`src/design/wsfr_pkg.sv`:
```
`timescale 1ns / 1ps
`default_nettype none
// WebSocket frame receiver package: opcodes, result kinds, status codes
// and the default length width. No dependencies.
package wsfr_pkg;

    localparam int unsigned WSFR_LENGTH_BITS = 64;

    localparam logic [6:0] LEN_EXT16   = 7'd126;
    localparam logic [6:0] LEN_EXT64   = 7'd127;
    localparam logic [3:0] EXT16_BYTES = 4'd2;
    localparam logic [3:0] EXT64_BYTES = 4'd8;
    localparam int unsigned CTRL_MAX_LEN = 125;

    localparam logic [3:0] OP_CONT  = 4'h0;
    localparam logic [3:0] OP_TEXT  = 4'h1;
    localparam logic [3:0] OP_BIN   = 4'h2;
    localparam logic [3:0] OP_CLOSE = 4'h8;
    localparam logic [3:0] OP_PING  = 4'h9;
    localparam logic [3:0] OP_PONG  = 4'hA;

    typedef enum logic [1:0] {
        KIND_TEXT = 2'd0,
        KIND_BIN  = 2'd1,
        KIND_PING = 2'd2,
        KIND_PONG = 2'd3
    } t_kind;

    typedef enum logic [2:0] {
        ST_OK     = 3'd0,
        ST_CTRL   = 3'd1,
        ST_RSV    = 3'd2,
        ST_CLOSE  = 3'd3,
        ST_OPCODE = 3'd4
    } t_status;

endpackage
`default_nettype wire

```
`src/design/wsfr_byte_if.sv`:
```
`timescale 1ns / 1ps
`default_nettype none
// Byte stream channel: valid/ready handshake with one received byte.
// No dependencies.
interface wsfr_byte_if;
    logic       valid;
    logic       ready;
    logic [7:0] rx_byte;

    modport source (output valid, output rx_byte, input ready);
    modport sink   (input valid, input rx_byte, output ready);
endinterface
`default_nettype wire

```
`src/design/wsfr_result_if.sv`:
```
`timescale 1ns / 1ps
`default_nettype none
// Result channel: valid/ready handshake with a payload byte and its tags.
// Depends on wsfr_pkg for the kind and status types.
interface wsfr_result_if import wsfr_pkg::*; ();
    logic       valid;
    logic       ready;
    logic [7:0] data_byte;
    logic       data_valid;
    t_kind      msg_kind;
    logic       frame_end;
    logic       message_end;
    t_status    status;

    modport source (
        output valid, output data_byte, output data_valid, output msg_kind,
        output frame_end, output message_end, output status, input ready
    );
    modport sink (
        input valid, input data_byte, input data_valid, input msg_kind,
        input frame_end, input message_end, input status, output ready
    );
endinterface
`default_nettype wire

```
`src/design/websocket_frame_receiver_top.sv`:
```
`timescale 1ns / 1ps
`default_nettype none
// WebSocket frame receiver: header parse, unmasking and error checks.
// The single input register feeds the result register, which holds a result until o_res.ready.
// Throughput: one byte per cycle when o_res is not stalled, set by that input register.
// Reset: synchronous active low; clears the parser, message state and halt flag.
// Depends on wsfr_pkg, wsfr_byte_if and wsfr_result_if.
module websocket_frame_receiver_top
    import wsfr_pkg::*;
#(
    parameter int unsigned LENGTH_BITS = WSFR_LENGTH_BITS
) (
    input  wire logic           i_clk,
    input  wire logic           i_rst_n,
    wsfr_byte_if.sink           i_rx,
    wsfr_result_if.source       o_res
);

    typedef enum logic [2:0] {
        PH_HDR0, PH_HDR1, PH_EXTLEN, PH_MASK, PH_PAYLOAD
    } t_phase;

    t_phase                   r_phase, n_phase;
    logic                     r_final;
    logic [2:0]               r_rsv;
    logic [3:0]               r_op;
    logic                     r_masked, n_masked;
    logic [LENGTH_BITS-1:0]   r_len, n_len;
    logic [3:0]               r_left, n_left;
    logic [31:0]              r_key, n_key;
    logic [1:0]               r_mphase, n_mphase;
    logic                     r_in_msg, n_in_msg;
    logic                     r_msg_kind, n_msg_kind;
    logic                     r_halted, n_halted;

    logic                     r_in_valid;
    logic [7:0]               r_in_byte;

    logic                     r_out_valid;
    logic [7:0]               r_out_data;
    logic                     r_out_dvalid;
    t_kind                    r_out_kind;
    logic                     r_out_fend;
    logic                     r_out_mend;
    t_status                  r_out_status;

    logic                     proc_fire;
    logic                     hdr_done;
    logic                     pay_begin;
    logic                     res_valid;
    logic [7:0]               res_data;
    logic                     res_dvalid;
    t_kind                    res_kind;
    logic                     res_fend;
    logic                     res_mend;
    t_status                  res_status;
    t_kind                    cur_kind;
    logic                     is_ctrl;
    logic                     end_mend;

    assign proc_fire = r_in_valid && (!r_out_valid || o_res.ready);
    assign i_rx.ready = !r_in_valid || proc_fire;

    assign is_ctrl  = r_op[3];
    assign cur_kind = is_ctrl ? ((r_op == OP_PING) ? KIND_PING : KIND_PONG)
                    : ((r_in_msg ? r_msg_kind : (r_op == OP_BIN)) ? KIND_BIN : KIND_TEXT);
    assign end_mend = !is_ctrl && r_final;

    always_comb begin
        n_phase    = r_phase;
        n_masked   = r_masked;
        n_len      = r_len;
        n_left     = r_left;
        n_key      = r_key;
        n_mphase   = r_mphase;
        n_in_msg   = r_in_msg;
        n_msg_kind = r_msg_kind;
        n_halted   = r_halted;
        hdr_done   = 1'b0;
        pay_begin  = 1'b0;
        res_valid  = 1'b0;
        res_data   = 8'd0;
        res_dvalid = 1'b0;
        res_kind   = KIND_TEXT;
        res_fend   = 1'b0;
        res_mend   = 1'b0;
        res_status = ST_OK;

        if (r_in_valid && !r_halted) begin
            case (r_phase)
                PH_HDR0: begin
                    n_phase = PH_HDR1;
                end
                PH_HDR1: begin
                    n_masked = r_in_byte[7];
                    n_key    = 32'd0;
                    if (r_in_byte[6:0] == LEN_EXT16 || r_in_byte[6:0] == LEN_EXT64) begin
                        n_left  = (r_in_byte[6:0] == LEN_EXT16) ? EXT16_BYTES : EXT64_BYTES;
                        n_len   = '0;
                        n_phase = PH_EXTLEN;
                    end else begin
                        n_len    = LENGTH_BITS'(r_in_byte[6:0]);
                        hdr_done = 1'b1;
                    end
                end
                PH_EXTLEN: begin
                    n_len  = {r_len[LENGTH_BITS-9:0], r_in_byte};
                    n_left = r_left - 4'd1;
                    if (n_left == 4'd0) begin
                        hdr_done = 1'b1;
                    end
                end
                PH_MASK: begin
                    n_key    = {r_key[23:0], r_in_byte};
                    n_mphase = r_mphase + 2'd1;
                    if (n_mphase == 2'd0) begin
                        pay_begin = 1'b1;
                    end
                end
                PH_PAYLOAD: begin
                    case (r_mphase)
                        2'd0:    res_data = r_in_byte ^ r_key[31:24];
                        2'd1:    res_data = r_in_byte ^ r_key[23:16];
                        2'd2:    res_data = r_in_byte ^ r_key[15:8];
                        default: res_data = r_in_byte ^ r_key[7:0];
                    endcase
                    res_valid  = 1'b1;
                    res_dvalid = 1'b1;
                    res_kind   = cur_kind;
                    n_mphase   = r_mphase + 2'd1;
                    n_len      = r_len - LENGTH_BITS'(1);
                    if (r_len == LENGTH_BITS'(1)) begin
                        res_fend = 1'b1;
                        res_mend = end_mend;
                        if (end_mend) begin
                            n_in_msg = 1'b0;
                        end
                        n_phase = PH_HDR0;
                    end
                end
                default: begin
                    n_phase = PH_HDR0;
                end
            endcase

            if (hdr_done) begin
                if (is_ctrl && (n_len > LENGTH_BITS'(CTRL_MAX_LEN) || !r_final)) begin
                    res_status = ST_CTRL;
                end else if (r_rsv != 3'd0) begin
                    res_status = ST_RSV;
                end else if (r_op == OP_CLOSE) begin
                    res_status = ST_CLOSE;
                end else if (is_ctrl) begin
                    if (r_op != OP_PING && r_op != OP_PONG) begin
                        res_status = ST_OPCODE;
                    end
                end else if (!r_in_msg) begin
                    if (r_op != OP_TEXT && r_op != OP_BIN) begin
                        res_status = ST_OPCODE;
                    end else begin
                        n_msg_kind = (r_op == OP_BIN);
                        n_in_msg   = 1'b1;
                    end
                end else if (r_op != OP_CONT) begin
                    res_status = ST_OPCODE;
                end

                if (res_status != ST_OK) begin
                    n_halted  = 1'b1;
                    res_valid = 1'b1;
                end else if (n_masked) begin
                    n_mphase = 2'd0;
                    n_phase  = PH_MASK;
                end else begin
                    pay_begin = 1'b1;
                end
            end

            if (pay_begin) begin
                n_mphase = 2'd0;
                if (n_len == '0) begin
                    res_valid = 1'b1;
                    res_kind  = cur_kind;
                    res_fend  = 1'b1;
                    res_mend  = end_mend;
                    if (end_mend) begin
                        n_in_msg = 1'b0;
                    end
                    n_phase = PH_HDR0;
                end else begin
                    n_phase = PH_PAYLOAD;
                end
            end
        end
    end

    always_ff @(posedge i_clk) begin
        if (!i_rst_n) begin
            r_phase      <= PH_HDR0;
            r_final      <= 1'b0;
            r_rsv        <= 3'd0;
            r_op         <= OP_CONT;
            r_masked     <= 1'b0;
            r_len        <= '0;
            r_left       <= 4'd0;
            r_key        <= 32'd0;
            r_mphase     <= 2'd0;
            r_in_msg     <= 1'b0;
            r_msg_kind   <= 1'b0;
            r_halted     <= 1'b0;
            r_in_valid   <= 1'b0;
            r_out_valid  <= 1'b0;
        end else begin
            if (i_rx.valid && i_rx.ready) begin
                r_in_valid <= 1'b1;
            end else if (proc_fire) begin
                r_in_valid <= 1'b0;
            end

            if (proc_fire) begin
                if (r_in_valid && !r_halted && r_phase == PH_HDR0) begin
                    r_final <= r_in_byte[7];
                    r_rsv   <= r_in_byte[6:4];
                    r_op    <= r_in_byte[3:0];
                end
                r_phase     <= n_phase;
                r_masked    <= n_masked;
                r_len       <= n_len;
                r_left      <= n_left;
                r_key       <= n_key;
                r_mphase    <= n_mphase;
                r_in_msg    <= n_in_msg;
                r_msg_kind  <= n_msg_kind;
                r_halted    <= n_halted;
                r_out_valid <= res_valid;
            end else if (o_res.ready) begin
                r_out_valid <= 1'b0;
            end
        end
    end

    always_ff @(posedge i_clk) begin
        if (i_rx.valid && i_rx.ready) begin
            r_in_byte <= i_rx.rx_byte;
        end
        if (proc_fire) begin
            r_out_data   <= res_data;
            r_out_dvalid <= res_dvalid;
            r_out_kind   <= res_kind;
            r_out_fend   <= res_fend;
            r_out_mend   <= res_mend;
            r_out_status <= res_status;
        end
    end

    assign o_res.valid       = r_out_valid;
    assign o_res.data_byte   = r_out_data;
    assign o_res.data_valid  = r_out_dvalid;
    assign o_res.msg_kind    = r_out_kind;
    assign o_res.frame_end   = r_out_fend;
    assign o_res.message_end = r_out_mend;
    assign o_res.status      = r_out_status;

endmodule
`default_nettype wire

```
`src/flat_wrapper.sv`:
```
// flat-port wrapper written by rule: the top's interface ports become plain ports
module websocket_frame_receiver_top_flat import wsfr_pkg::*;
#(
    parameter int unsigned LENGTH_BITS = WSFR_LENGTH_BITS
)
  (i_clk, i_rst_n, i_rx_valid, i_rx_rx_byte, i_rx_ready, o_res_valid, o_res_data_byte, o_res_data_valid, o_res_msg_kind, o_res_frame_end, o_res_message_end, o_res_status, o_res_ready);
  wsfr_byte_if i_rx_i ();
  wsfr_result_if o_res_i ();
  input  wire logic i_clk;
  input  wire logic i_rst_n;
  input wire logic [$bits(i_rx_i.valid)-1:0] i_rx_valid;
  input wire logic [$bits(i_rx_i.rx_byte)-1:0] i_rx_rx_byte;
  output wire logic [$bits(i_rx_i.ready)-1:0] i_rx_ready;
  output wire logic [$bits(o_res_i.valid)-1:0] o_res_valid;
  output wire logic [$bits(o_res_i.data_byte)-1:0] o_res_data_byte;
  output wire logic [$bits(o_res_i.data_valid)-1:0] o_res_data_valid;
  output wire logic [$bits(o_res_i.msg_kind)-1:0] o_res_msg_kind;
  output wire logic [$bits(o_res_i.frame_end)-1:0] o_res_frame_end;
  output wire logic [$bits(o_res_i.message_end)-1:0] o_res_message_end;
  output wire logic [$bits(o_res_i.status)-1:0] o_res_status;
  input wire logic [$bits(o_res_i.ready)-1:0] o_res_ready;
  assign i_rx_i.valid = i_rx_valid;
  assign i_rx_i.rx_byte = i_rx_rx_byte;
  assign i_rx_ready = i_rx_i.ready;
  assign o_res_valid = o_res_i.valid;
  assign o_res_data_byte = o_res_i.data_byte;
  assign o_res_data_valid = o_res_i.data_valid;
  assign o_res_msg_kind = o_res_i.msg_kind;
  assign o_res_frame_end = o_res_i.frame_end;
  assign o_res_message_end = o_res_i.message_end;
  assign o_res_status = o_res_i.status;
  assign o_res_i.ready = o_res_ready;
  websocket_frame_receiver_top #(.LENGTH_BITS(LENGTH_BITS)) u_core (.i_clk(i_clk), .i_rst_n(i_rst_n), .i_rx(i_rx_i), .o_res(o_res_i));
endmodule
```
`config.mk`:
```
export PLATFORM = sky130hd
export DESIGN_NAME = websocket_frame_receiver_top_flat
export DESIGN_NICKNAME = d
export VERILOG_FILES = /design/src/design/wsfr_pkg.sv /design/src/design/wsfr_byte_if.sv /design/src/design/wsfr_result_if.sv /design/src/design/websocket_frame_receiver_top.sv /design/src/flat_wrapper.sv
export SDC_FILE = /design/constraint.sdc
export NUM_CORES = 1
export LEC_CHECK = 0
export ABC_CLOCK_PERIOD_IN_PS = 4000
export BUFFER_PORTS_ARGS = -buffer_cell sky130_fd_sc_hd__buf_2
export CORE_ASPECT_RATIO = 0.8
export CORE_MARGIN = 2
export CORE_UTILIZATION = 40
export DETAILED_ROUTE_END_ITERATION = 10
export PLACE_DENSITY_LB_ADDON = 0.12
export SYNTH_ARGS = -nofsm -noshare
export SYNTH_HDL_FRONTEND = slang
export SYNTH_SLANG_ARGS = --single-unit
export TNS_END_PERCENT = 10
```
`constraint.sdc`:
```
create_clock -name i_clk -period 4 [get_ports i_clk]
set_input_delay 0.8 -clock i_clk [delete_from_list [all_inputs] [get_ports i_clk]]
set_output_delay 0.8 -clock i_clk [all_outputs]
set_load 0.01 [all_outputs]
```
==> results of run 1 <==
worst min-delay path by stage:
stage | slack, ps | depth (start not counted) | end
floorplan | 430 | 2 | u_core.r_key[24]$_SDFFE_PN0P_
global placement | 440 | 2 | u_core.r_key[24]$_SDFFE_PN0P_
detailed placement | 450 | 2 | u_core.r_key[25]$_SDFFE_PN0P_
CTS | 460 | 2 | u_core.r_key[25]$_SDFFE_PN0P_
global route | 480 | 2 | u_core.r_key[24]$_SDFFE_PN0P_
finish | 450 | 2 | u_core.r_key[25]$_SDFFE_PN0P_
power by group through the flow:
stage / sequential (mW) / combinational (mW) / clock [mW]
4_1_cts: 1.57 / 0.911 / 1.63
3_5_place_dp: 1.60 / 0.901 / 0
3_3_place_gp: 1.60 / 0.909 / 0
6_report: 1.57 / 0.996 / 1.60
5_1_grt: 1.58 / 1.05 / 1.68
2_1_floorplan: 1.57 / 0.512 / 0
layer usage:
layer	track usage, %	up-vias	part of all wire, %
li1	-	4949	-
met1	48.22	5096	47
met2	42.06	614	39
met3	9.008	83	11
met5	0	-	0
met4	10.79	0	2.8
timing repair:
action	CTS	global route
setup buffers	0	6
pin swaps	1	15
gates cloned	0	1
gates resized for setup	7	38
endpoints found under the setup margin	4	14
sequential cells by signal, summed over array words and instances (netlist names), 2 cells and up:
name,flops
u_core.o_res.msg_kind,2
u_core.o_res.status,3
u_core.o_res.data_byte,8
u_core.r_op,4
u_core.r_left,4
u_core.r_len,64
u_core.r_rsv,3
u_core.r_mphase,2
u_core.r_key,32
u_core.r_phase,3
u_core.r_in_byte,8
per-stage QoR:
| stage | setup slack [ps] | instance area, um^2 | cells | utilization (%) |
|---|---|---|---|---|
| final | 97.10 | 11690 | 1709 | 50.35 |
| after global routing | -70.45 | 11690 | 1709 | 50.35 |
| after CTS | 0.6724 | 11440 | 1702 | 49.28 |
| after detailed placement | -49.52 | 10830 | 1670 | 46.67 |
| after global placement | -22.60 | 10830 | 1670 | 46.67 |
| after floorplan | 287.1 | 9400 | 1271 | - |
cell type report:
class,count,area share (%)
Clock buffer,19,3.887
Clock inverter,13,0.9743
Inverter,19,0.6210
Multi-Input combinational cell,994,51.45
Sequential cell,143,26.57
Tap cell,312,3.340
Timing Repair Buffer,209,13.16
cells in the final DEF (no fill, tap or decap), drive strengths merged, types with 5 or more instances in the layout:
cell    Yosys  final
a211oi     29     29
a21oi     100    100
a221oi      5      5
a222oi      9      9
a22oi      15     15
a311oi      5      5
a31oi      11     11
a32oi       5      5
and2        6      6
and3        9      9
and4        8      8
buf        23    208
clkbuf     92     19
dfxtp     119    119
edfxtp     24     24
ha          9      9
inv        19     27
mux2i      13     13
nand2     167    167
nand2b     11     11
nand3      67     67
nand4      39     39
nor2      139    139
nor2b      10     10
nor3       63     63
nor3b       5      5
nor4       41     41
o211a       6      6
o211ai      7      7
o21a        7      7
o21ai      67     67
o22ai       5      5
o311a       6      6
o31a        5      5
o31ai       7      7
or2        10     10
or3        18     18
or4        17     17
xnor2      12     12
cells by family (layout without fill, tap and decap cells):
family          Yosys count  after routing
fa+ha+maj                11             11
flops                   143            143
mux                      17             17
compound gates          324            324
simple gates            626            626
buf+inv                 134            260
xor+xnor                 16             16
worst register-to-register path, delay by kind of cell (launching register included):
family,cells,cell delay [ps]
and+or+nand+nor,8,2240
AOI/OAI and AO/OA,3,850
DFF,1,390
buffers and inverters,2,340
==> metrics.txt, run 1 <==
pin count of the biggest net entering global routing=51; Die X=175.4 um; Power Density=357.0 mW/mm^2; final wirelength=39890 um; r2r endpoint=u_core.o_res.valid$_SDFFE_PN0P_; CP Cell Sequence=or4_4 > or4_1 > or4_1 > o31a_1 > nor3_1 > buf_4 > nor4bb_4 > nand4_1 > nor2_2 > a31o_1 > buf_4 > nor4b_1 > o31a_1; initial core utilization=40.50%; number of enable flip-flop cells after synthesis=24; initial drt markers=1305; max_cap viols=0; Min Hold Slack=453.8 ps; total internal power=2.749 mW; Relative slew margins=25.42%; TritonCTS buffer count=17; CP Max Fanout=10; first-pass GRT wire length=59860 um; Die Area=0.02475 mm^2; DRC=0; GRT overflow=0; Leak Pwr=4.319 nW; post-route setup TNS=0 ps; DRT Pass-1 Iters=6; Critical Path Source=u_core.r_len[26]$_SDFFE_PN0P_; initial antenna violation count=0; Slowest cell on crit path=or4_4; RSZ-0062 raised after global routing=true; largest area contributor in the netlist=dfxtp_1; status=finished, final reports clean; RePlAce Congestion=1.032; Worst Max-Slew Pin Slew=1116 ps; Multi-input gate area=0.006012 mm^2; Layout area overhead=24.32%; period utilization=97.57%; # diodes=0; Simple-Gate Fraction of Synth Area=33.90%; CTS tree=built; Final ANT Viol Nets=0; hold_sp=u_core.r_key[25]$_SDFFE_PN0P_; Crit. path cell count=13; Port Buffers=29; post-synthesis adder-cell area fraction=1.411%; IO Pins=30; clk buf depth=2; Ys Warns=0; Crit. End Element=flip-flop; Critical R2R Launch=u_core.r_len[26]$_SDFFE_PN0P_; Post-Syn Area=0.009400 mm^2; top cell type's share of synthesized area=25.34%; Startpoint Class=flip-flop; Pwr Total=4.172 mW; XOR/XNOR Fraction of Synth Area=1.491%; most frequent cells after synthesis=nand2_1 (166), nor2_1 (139), dfxtp_1 (119), a21oi_1 (100), clkbuf_1 (92); Critical Path AT=4230 ps; Total GRT Usage=31.78%; Logic pwr share=23.9%; FF-to-FF setup slack=100 ps; syn_area_per_cell=7.396 um^2; fmax=256.2 MHz; CORE AREA=0.02321 mm^2; max-slew violation count=0; worst path bufs/invs=2; layout cells sized above 1=22.91%; routed via count=10740; CTS root buffer=clkbuf_16; final hold vios=0; fillers=2313; final net count=1405; CTS Hold Bufs=0; DR vias/cell=6.286; chip height=141.1 um; Worst Hold Class=flip-flop to flip-flop; Net Sw Frac=34.10%; R2R depth=13; CP peak stage delay=620 ps; Primary FF master, synth=dfxtp_1; mux cell area share after synthesis=1.863%; post-layout min period=3903 ps; post-synthesis net count=1292; Storage cell area=0.003105 mm^2; vias in the first global route=9724; drt wl/cell=23.34 um; clk_skew=19.26 ps; post-synthesis register bit count=143; distinct cell type count after synthesis=86; Setup CP Type=flip-flop to flip-flop; most area-consuming cells after synthesis=dfxtp_1 (25%), edfxtp_1 (7.7%), nand2_1 (6.6%), nor2_1 (5.6%), a21oi_1 (5.3%); Worst EP required=4320 ps; clock network fraction of total power=38.4%; post-synthesis cell count=1271; Worst-path clk slew=70 ps; Worst-Skew Late Latency=440 ps; Clock Sinks=143; Critical Path Sink=u_core.o_res.valid$_SDFFE_PN0P_; sequential power share=37.7%; largest family of logic cells by synthesized area=simple AND/OR/NAND/NOR gates; Final HPWL DP=28940 um; maximum vdd drop=254.1 uV; count leader, synth=nand2_1; asr flop ratio synth=0%; P_sw=1.423 mW; sequential share of the synthesized area=33.01%; Worst path top cell family by delay=simple AND/OR/NAND/NOR gates; row count=50; final setup violation count=0; complex-gate fraction of the synthesized area=22.53%; CTS HTree Levels=4
Power figures use the tool's default switching activity.
==> run 2: changes to the inputs <==
- ABC_AREA: unset -> 1
==> run 2 against run 1 <==
Clock power increased by 12%; sequential share of layout area increased by 2.2 points; synthesized cell count rose by 24%; combinational power fell by 8.4%; critical endpoint is now u_core.o_res.message_end$_SDFFCE_PN0P_; design area decreased by 7.8%; highest routed layer unchanged; largest power group unchanged.
==> metrics.txt, run 2 <==
Total GRT Usage=26.67%; Worst Hold Class=flip-flop to flip-flop; largest area contributor in the netlist=dfxtp_1; Port Buffers=29; Worst-Skew Late Latency=450 ps; Ys Warns=0; Critical Path AT=3720 ps; Pwr Total=4.350 mW; status=finished, final reports clean; Logic pwr share=21.0%; Worst-path clk slew=60 ps; most common cell after layout, fill and taps aside=nand2_1; RSZ-0062 raised after global routing=false; final net count=1597; initial core utilization=40.38%; Leak Pwr=5.003 nW; most area-consuming cells after synthesis=dfxtp_1 (24%), nand2_1 (15%), nor2_1 (10%), inv_1 (8.0%), edfxtp_1 (7.4%); first-pass GRT wire length=51990 um; Setup CP Type=flip-flop to flip-flop; DRT Pass-1 Iters=6; most frequent cells in the layout=nand2_1 (393), nor2_1 (260), inv_1 (207); sequential power share=37.7%; period utilization=85.48%; placed standard-cell area=0.01012 mm^2; initial drt markers=1077; post-synthesis register bit count=143; Worst Max-Slew Pin Slew=785.8 ps; worst setup margin=580.6 ps; post-layout min period=3419 ps; P_sw=1.444 mW; post-synthesis net count=1591; total internal power=2.906 mW; max-slew violation count=0; fmax=292.5 MHz; number of flip-flops in the largest register=64; TritonCTS buffer count=17; Largest Register=u_core.r_len; vias in the first global route=9128; max_cap viols=0; asr flop ratio synth=0%; Net Sw Frac=33.19%; Post-CTS Setup Inserts=0; fin area=0.01077 mm^2; Startpoint Class=flip-flop; DR vias/cell=5.381; syn_area_per_cell=6.221 um^2; # diodes=0; final hold vios=0; CTS HTree Levels=4; clock network fraction of total power=41.3%; Crit. End Element=flip-flop; Top Registers=u_core.r_len: 64 flops, u_core.r_key: 32 flops; chip height=143.8 um; maximum vdd drop=322.6 uV; final wirelength=33420 um; Layout area overhead=10.26%; post-synthesis cell count=1570; CORE AREA=0.02418 mm^2; IO Pins=30; CP Max Fanout=27; cell count after placement=1875; RePlAce Congestion=0.9288; Final ANT Viol Nets=0; Relative slew margins=47.62%; Place WS=668.9 ps; Power Density=403.9 mW/mm^2; sequential share of the synthesized area=31.77%; Primary FF master, synth=dfxtp_1; final setup violation count=0; distinct cell type count after synthesis=48; clk buf depth=2; Die Area=0.02569 mm^2; count leader, synth=nand2_1; routed via count=10260; Die X=178.7 um; initial antenna violation count=0; clk_skew=26.08 ps; most frequent cells after synthesis=nand2_1 (393), nor2_1 (261), inv_1 (209), nand3_1 (131), dfxtp_1 (119); CTS Hold Bufs=0; row count=51; layout cells sized above 1=9.251%; top cell type's share of synthesized area=24.39%; Finished Layout Cells=1907; GRT overflow=0; pin count of the biggest net entering global routing=76; CTS tree=built; CTS root buffer=clkbuf_16; Final HPWL DP=24030 um; post-route setup TNS=0 ps; Clock Sinks=143; Post-Syn Area=0.009767 mm^2; DRC=0; Worst EP required=4300 ps; post_cts resized=0; number of enable flip-flop cells after synthesis=24; drt wl/cell=17.53 um
[run 2: kinds of logic (layout without fill, tap and decap cells)]
group | after synthesis | after routing | synth area share [%]
adder cells (fa/ha/maj) | 9 | 9 | 1.153
flip-flops | 143 | 143 | 31.77
AND/OR/NAND/NOR | 876 | 876 | 39.19
buffers and inverters | 273 | 292 | 11.61
XOR/XNOR | 3 | 3 | 0.2691
AO/OA/AOI/OAI | 266 | 266 | 16.01
[run 2: final timing paths]
check	slack (ps)	from	end	cells after the start
max	580	u_core.r_phase[1]$_SDFFE_PN0P_	u_core.o_res.message_end$_SDFFCE_PN0P_	21
min	470	u_core.r_msg_kind$_SDFFE_PN0P_	u_core.r_msg_kind$_SDFFE_PN0P_	2
max reg2reg	580	u_core.r_phase[1]$_SDFFE_PN0P_	u_core.o_res.message_end$_SDFFCE_PN0P_	21
min reg2reg	470	u_core.r_msg_kind$_SDFFE_PN0P_	u_core.r_msg_kind$_SDFFE_PN0P_	2
[run 2: worst max-delay path: stages (launching register included)]
cell and delay (ps):
dfxtp_1 460, inv_2 110, nor2_4 100, nand2_2 130
nand2_4 240, inv_6 160, nand2_8 240, o21ai_0 180
inv_1 80, nand2_1 50, nand2_1 100, nand3_1 80
nor2_1 210, nand2_1 210, nor2_2 150, nand3_2 110
nand2_4 120, nand4_4 100, nand2_4 100, nand2_4 50
a21oi_2 130, and2_1 140
[run 2: power groups by stage]
stage / Combinational, mW / Sequential (mW) / Clock [mW]
global route: 1.02 / 1.65 / 1.88
detailed placement: 0.886 / 1.67 / 0
floorplan: 0.651 / 1.63 / 0
global placement: 0.891 / 1.67 / 0
CTS: 0.891 / 1.64 / 1.83
finish: 0.912 / 1.64 / 1.80
[run 2: area by class of cell]
class / count / area, um^2
Fill cell: 2560 / 13420
Multi-Input combinational cell: 1154 / 5538
Clock buffer: 19 / 432.9
Inverter: 215 / 818.3
Sequential cell: 143 / 3103
Timing Repair Buffer: 45 / 265.3
Clock inverter: 13 / 214.0
Tap cell: 318 / 397.9
[run 2: routing by layer]
| metal | GRT usage [%] | share of wire, % |
|---|---|---|
| met1 | 41.57 | 50 |
| met2 | 35.50 | 39 |
| met3 | 5.952 | 8.9 |
| met4 | 8.045 | 2.0 |
| met5 | 0 | 0 |
[run 2: stage by stage]
step	hold slack, ps	util (%)
after floorplan	437.5	-
after global placement	464.4	41.85
after detailed placement	467.0	41.85
after CTS	481.6	44.53
after global routing	493.9	44.53
final	475.0	44.53
==> run 3: changes to the inputs <==
==> constraint.sdc (replaced) <==
create_clock -name i_clk -period 4 [get_ports i_clk]
set_input_delay 0.2 -clock i_clk [delete_from_list [all_inputs] [get_ports i_clk]]
set_output_delay 0.2 -clock i_clk [all_outputs]
set_load 0.01 [all_outputs]
==> run 3 against run 2 <==
Register-to-register slack gained 20 ps; setup slack improved by 22 ps; critical path depth up 1; non-clock buffer count up 7; largest power group unchanged; critical path type unchanged; hold slack got worse by 440 ps; via count fell by 0.69%; final cell count up 0.37%; combinational power about the same.
==> metrics.txt, run 3 (synthesis gave the netlist of run 2 again) <==
vias in the first global route=9271; worst hold endpoint=u_core.r_rsv[0]$_SDFFE_PN0P_; TritonCTS buffer count=17; layout cells sized above 1=9.148%; CTS root buffer=clkbuf_16; Worst Hold Class=input port to flip-flop; DRC=0; Total GRT Usage=26.71%; max-slew violation count=0; RePlAce Congestion=0.9802; final hold vios=0; routed via count=10190; final wirelength=33120 um; CP most frequent cell=nand2_1; hold_sp=i_rst_n; cell count after placement=1874; R2R depth=22; CORE AREA=0.02418 mm^2; final net count=1604; Crit. End Element=flip-flop; DR vias/cell=5.324; FF-to-FF setup slack=600 ps; initial core utilization=40.38%; clk buf depth=2; initial drt markers=918; CP Max Fanout=8; Worst Max-Slew Pin Slew=783.9 ps; CP Cell Sequence=inv_1 > ha_1 > nand2_2 > nor2_4 > nand2_2 > nor2_4 > nand2_1 > nand3_1 > nand3_1 > nor2_1 > nand2_1 > nor2_1 > nand2_1 > nor2_2 > nand3_2 > nand2_4 > nand4_4 > nand2_4 > nand2_4 > nand2_1 > nand2_1 > a21oi_1; fin area=0.01079 mm^2; Final HPWL DP=24000 um; drt wl/cell=17.30 um; final setup violation count=0; CTS tree=built; Layout area overhead=10.48%; maximum vdd drop=370.3 uV; RSZ-0062 raised after global routing=false; Worst path top cell family by delay=simple AND/OR/NAND/NOR gates; WHS Path Cells=3; GRT overflow=0; post-route setup TNS=0 ps; max_cap viols=0; Clock Sinks=143; Critical R2R Launch=u_core.r_len[0]$_SDFFE_PN0P_; worst path bufs/invs=1; r2r endpoint=u_core.o_res.valid$_SDFFE_PN0P_; row count=51; fmax=294.4 MHz; chip height=143.8 um; final core occ=44.62%; Startpoint Class=flip-flop; Setup CP Type=flip-flop to flip-flop; Worst EP required=4350 ps; Storage cell area=0.003103 mm^2; fillers=2542; Die Area=0.02569 mm^2; Power Density=390.0 mW/mm^2; Top Registers=u_core.r_len: 64 flops, u_core.r_key: 32 flops; pin count of the biggest net entering global routing=76; most common cell after layout, fill and taps aside=nand2_1; Leak Pwr=4.997 nW; CTS HTree Levels=4; Port Buffers=29; Pwr Total=4.208 mW; initial antenna violation count=0; number of flip-flops in the largest register=64; placed standard-cell area=0.01011 mm^2; period utilization=84.93%; status=finished, final reports clean; clk_skew=11.60 ps; post_cts resized=0; Worst-Skew Late Latency=450 ps; Die X=178.7 um; Critical Path AT=3750 ps; Final ANT Viol Nets=0; DRT Pass-1 Iters=8; Multi-input gate area=0.005538 mm^2; first-pass GRT wire length=52430 um; # diodes=0; most frequent cells in the layout=nand2_1 (393), nor2_1 (260), inv_1 (207); Relative slew margins=47.74%; Worst-path clk slew=60 ps; Slowest cell on crit path=nor2_4; Finished Layout Cells=1914; IO Pins=30; Largest Register=u_core.r_len; CP peak stage delay=340 ps; post-layout min period=3397 ps
-- run 3: changes by cell type in the layout (fill, tap and decap cells not counted), sizes merged --
| cell | before | now |
|---|---|---|
| dlygate4sd3 | 0 | 8 |
| clkinvlp | 2 | 6 |
| bufinv | 5 | 3 |
| clkbuf | 19 | 17 |
| buf | 45 | 44 |
-- run 3: final cells by class --
type / count / area share (%)
multi-input combinational: 1154 / 51.32
clock buffer: 17 / 3.943
inverter: 215 / 7.584
tap: 318 / 3.687
sequential: 143 / 28.76
timing repair buffer: 52 / 3.131
clock inverter: 15 / 1.577
-- run 3: repair_timing --
action / CTS / global route
hold buffers: 8 / 0
hold endpoints to repair: 8 / 0
buffers inserted: 0 / 0
-- run 3: how the worst max path moves through the flow --
stage / start / endpoint / cells past startpoint / slack (ps)
after floorplan: u_core.r_len[0]$_SDFFE_PN0P_ / u_core.o_res.message_end$_SDFFCE_PN0P_ / 21 / 1480
after global placement: u_core.r_len[0]$_SDFFE_PN0P_ / u_core.o_res.msg_kind[1]$_SDFFCE_PN0P_ / 22 / 720
after detailed placement: u_core.r_len[0]$_SDFFE_PN0P_ / u_core.o_res.valid$_SDFFE_PN0P_ / 22 / 670
after CTS: u_core.r_len[0]$_SDFFE_PN0P_ / u_core.o_res.valid$_SDFFE_PN0P_ / 22 / 650
after global routing: u_core.r_len[0]$_SDFFE_PN0P_ / u_core.o_res.valid$_SDFFE_PN0P_ / 22 / 360
final: u_core.r_len[0]$_SDFFE_PN0P_ / u_core.o_res.valid$_SDFFE_PN0P_ / 22 / 600
-- run 3: per-layer routing --
metal | track usage [%] | routed length (um) | vias to the layer above
met5 | 0 | 0 | -
li1 | - | - | 5099
met4 | 6.033 | 406 | 0
met1 | 40.63 | 16770 | 4707
met3 | 8.466 | 3028 | 33
met2 | 35.87 | 12920 | 351
-- run 3: metrics by stage --
stage                     hold slack, ps  setup slack, ps
after floorplan                    298.9             1477
after global placement             378.4            720.9
after detailed placement           378.8            673.7
after CTS                          32.08            648.2
after global routing               35.59            361.2
final                              38.29            602.7
-- run 3: report_power, final --
part           switching [mW]  total (mW)  leakage [nW]  internal [mW]
clock                   0.682        1.66         0.272          0.974
combinational           0.653       0.913          3.52          0.260
sequential             0.0994        1.64          1.21           1.54
total                    1.43        4.21          5.00           2.77
-- run 3: worst reg2reg max path, cell delays in order, from the launching register on --
cell     delay (ps)
dfxtp_1         320
inv_1           180
ha_1            260
nand2_2         120
nor2_4          180
nand2_2         110
nor2_4          340
nand2_1          90
nand3_1          90
nand3_1          90
nor2_1          150
nand2_1          70
nor2_1          120
nand2_1         180
nor2_2          160
nand3_2         110
nand2_4         120
nand4_4         100
nand2_4         100
nand2_4          60
nand2_1         100
nand2_1          60
a21oi_1         190
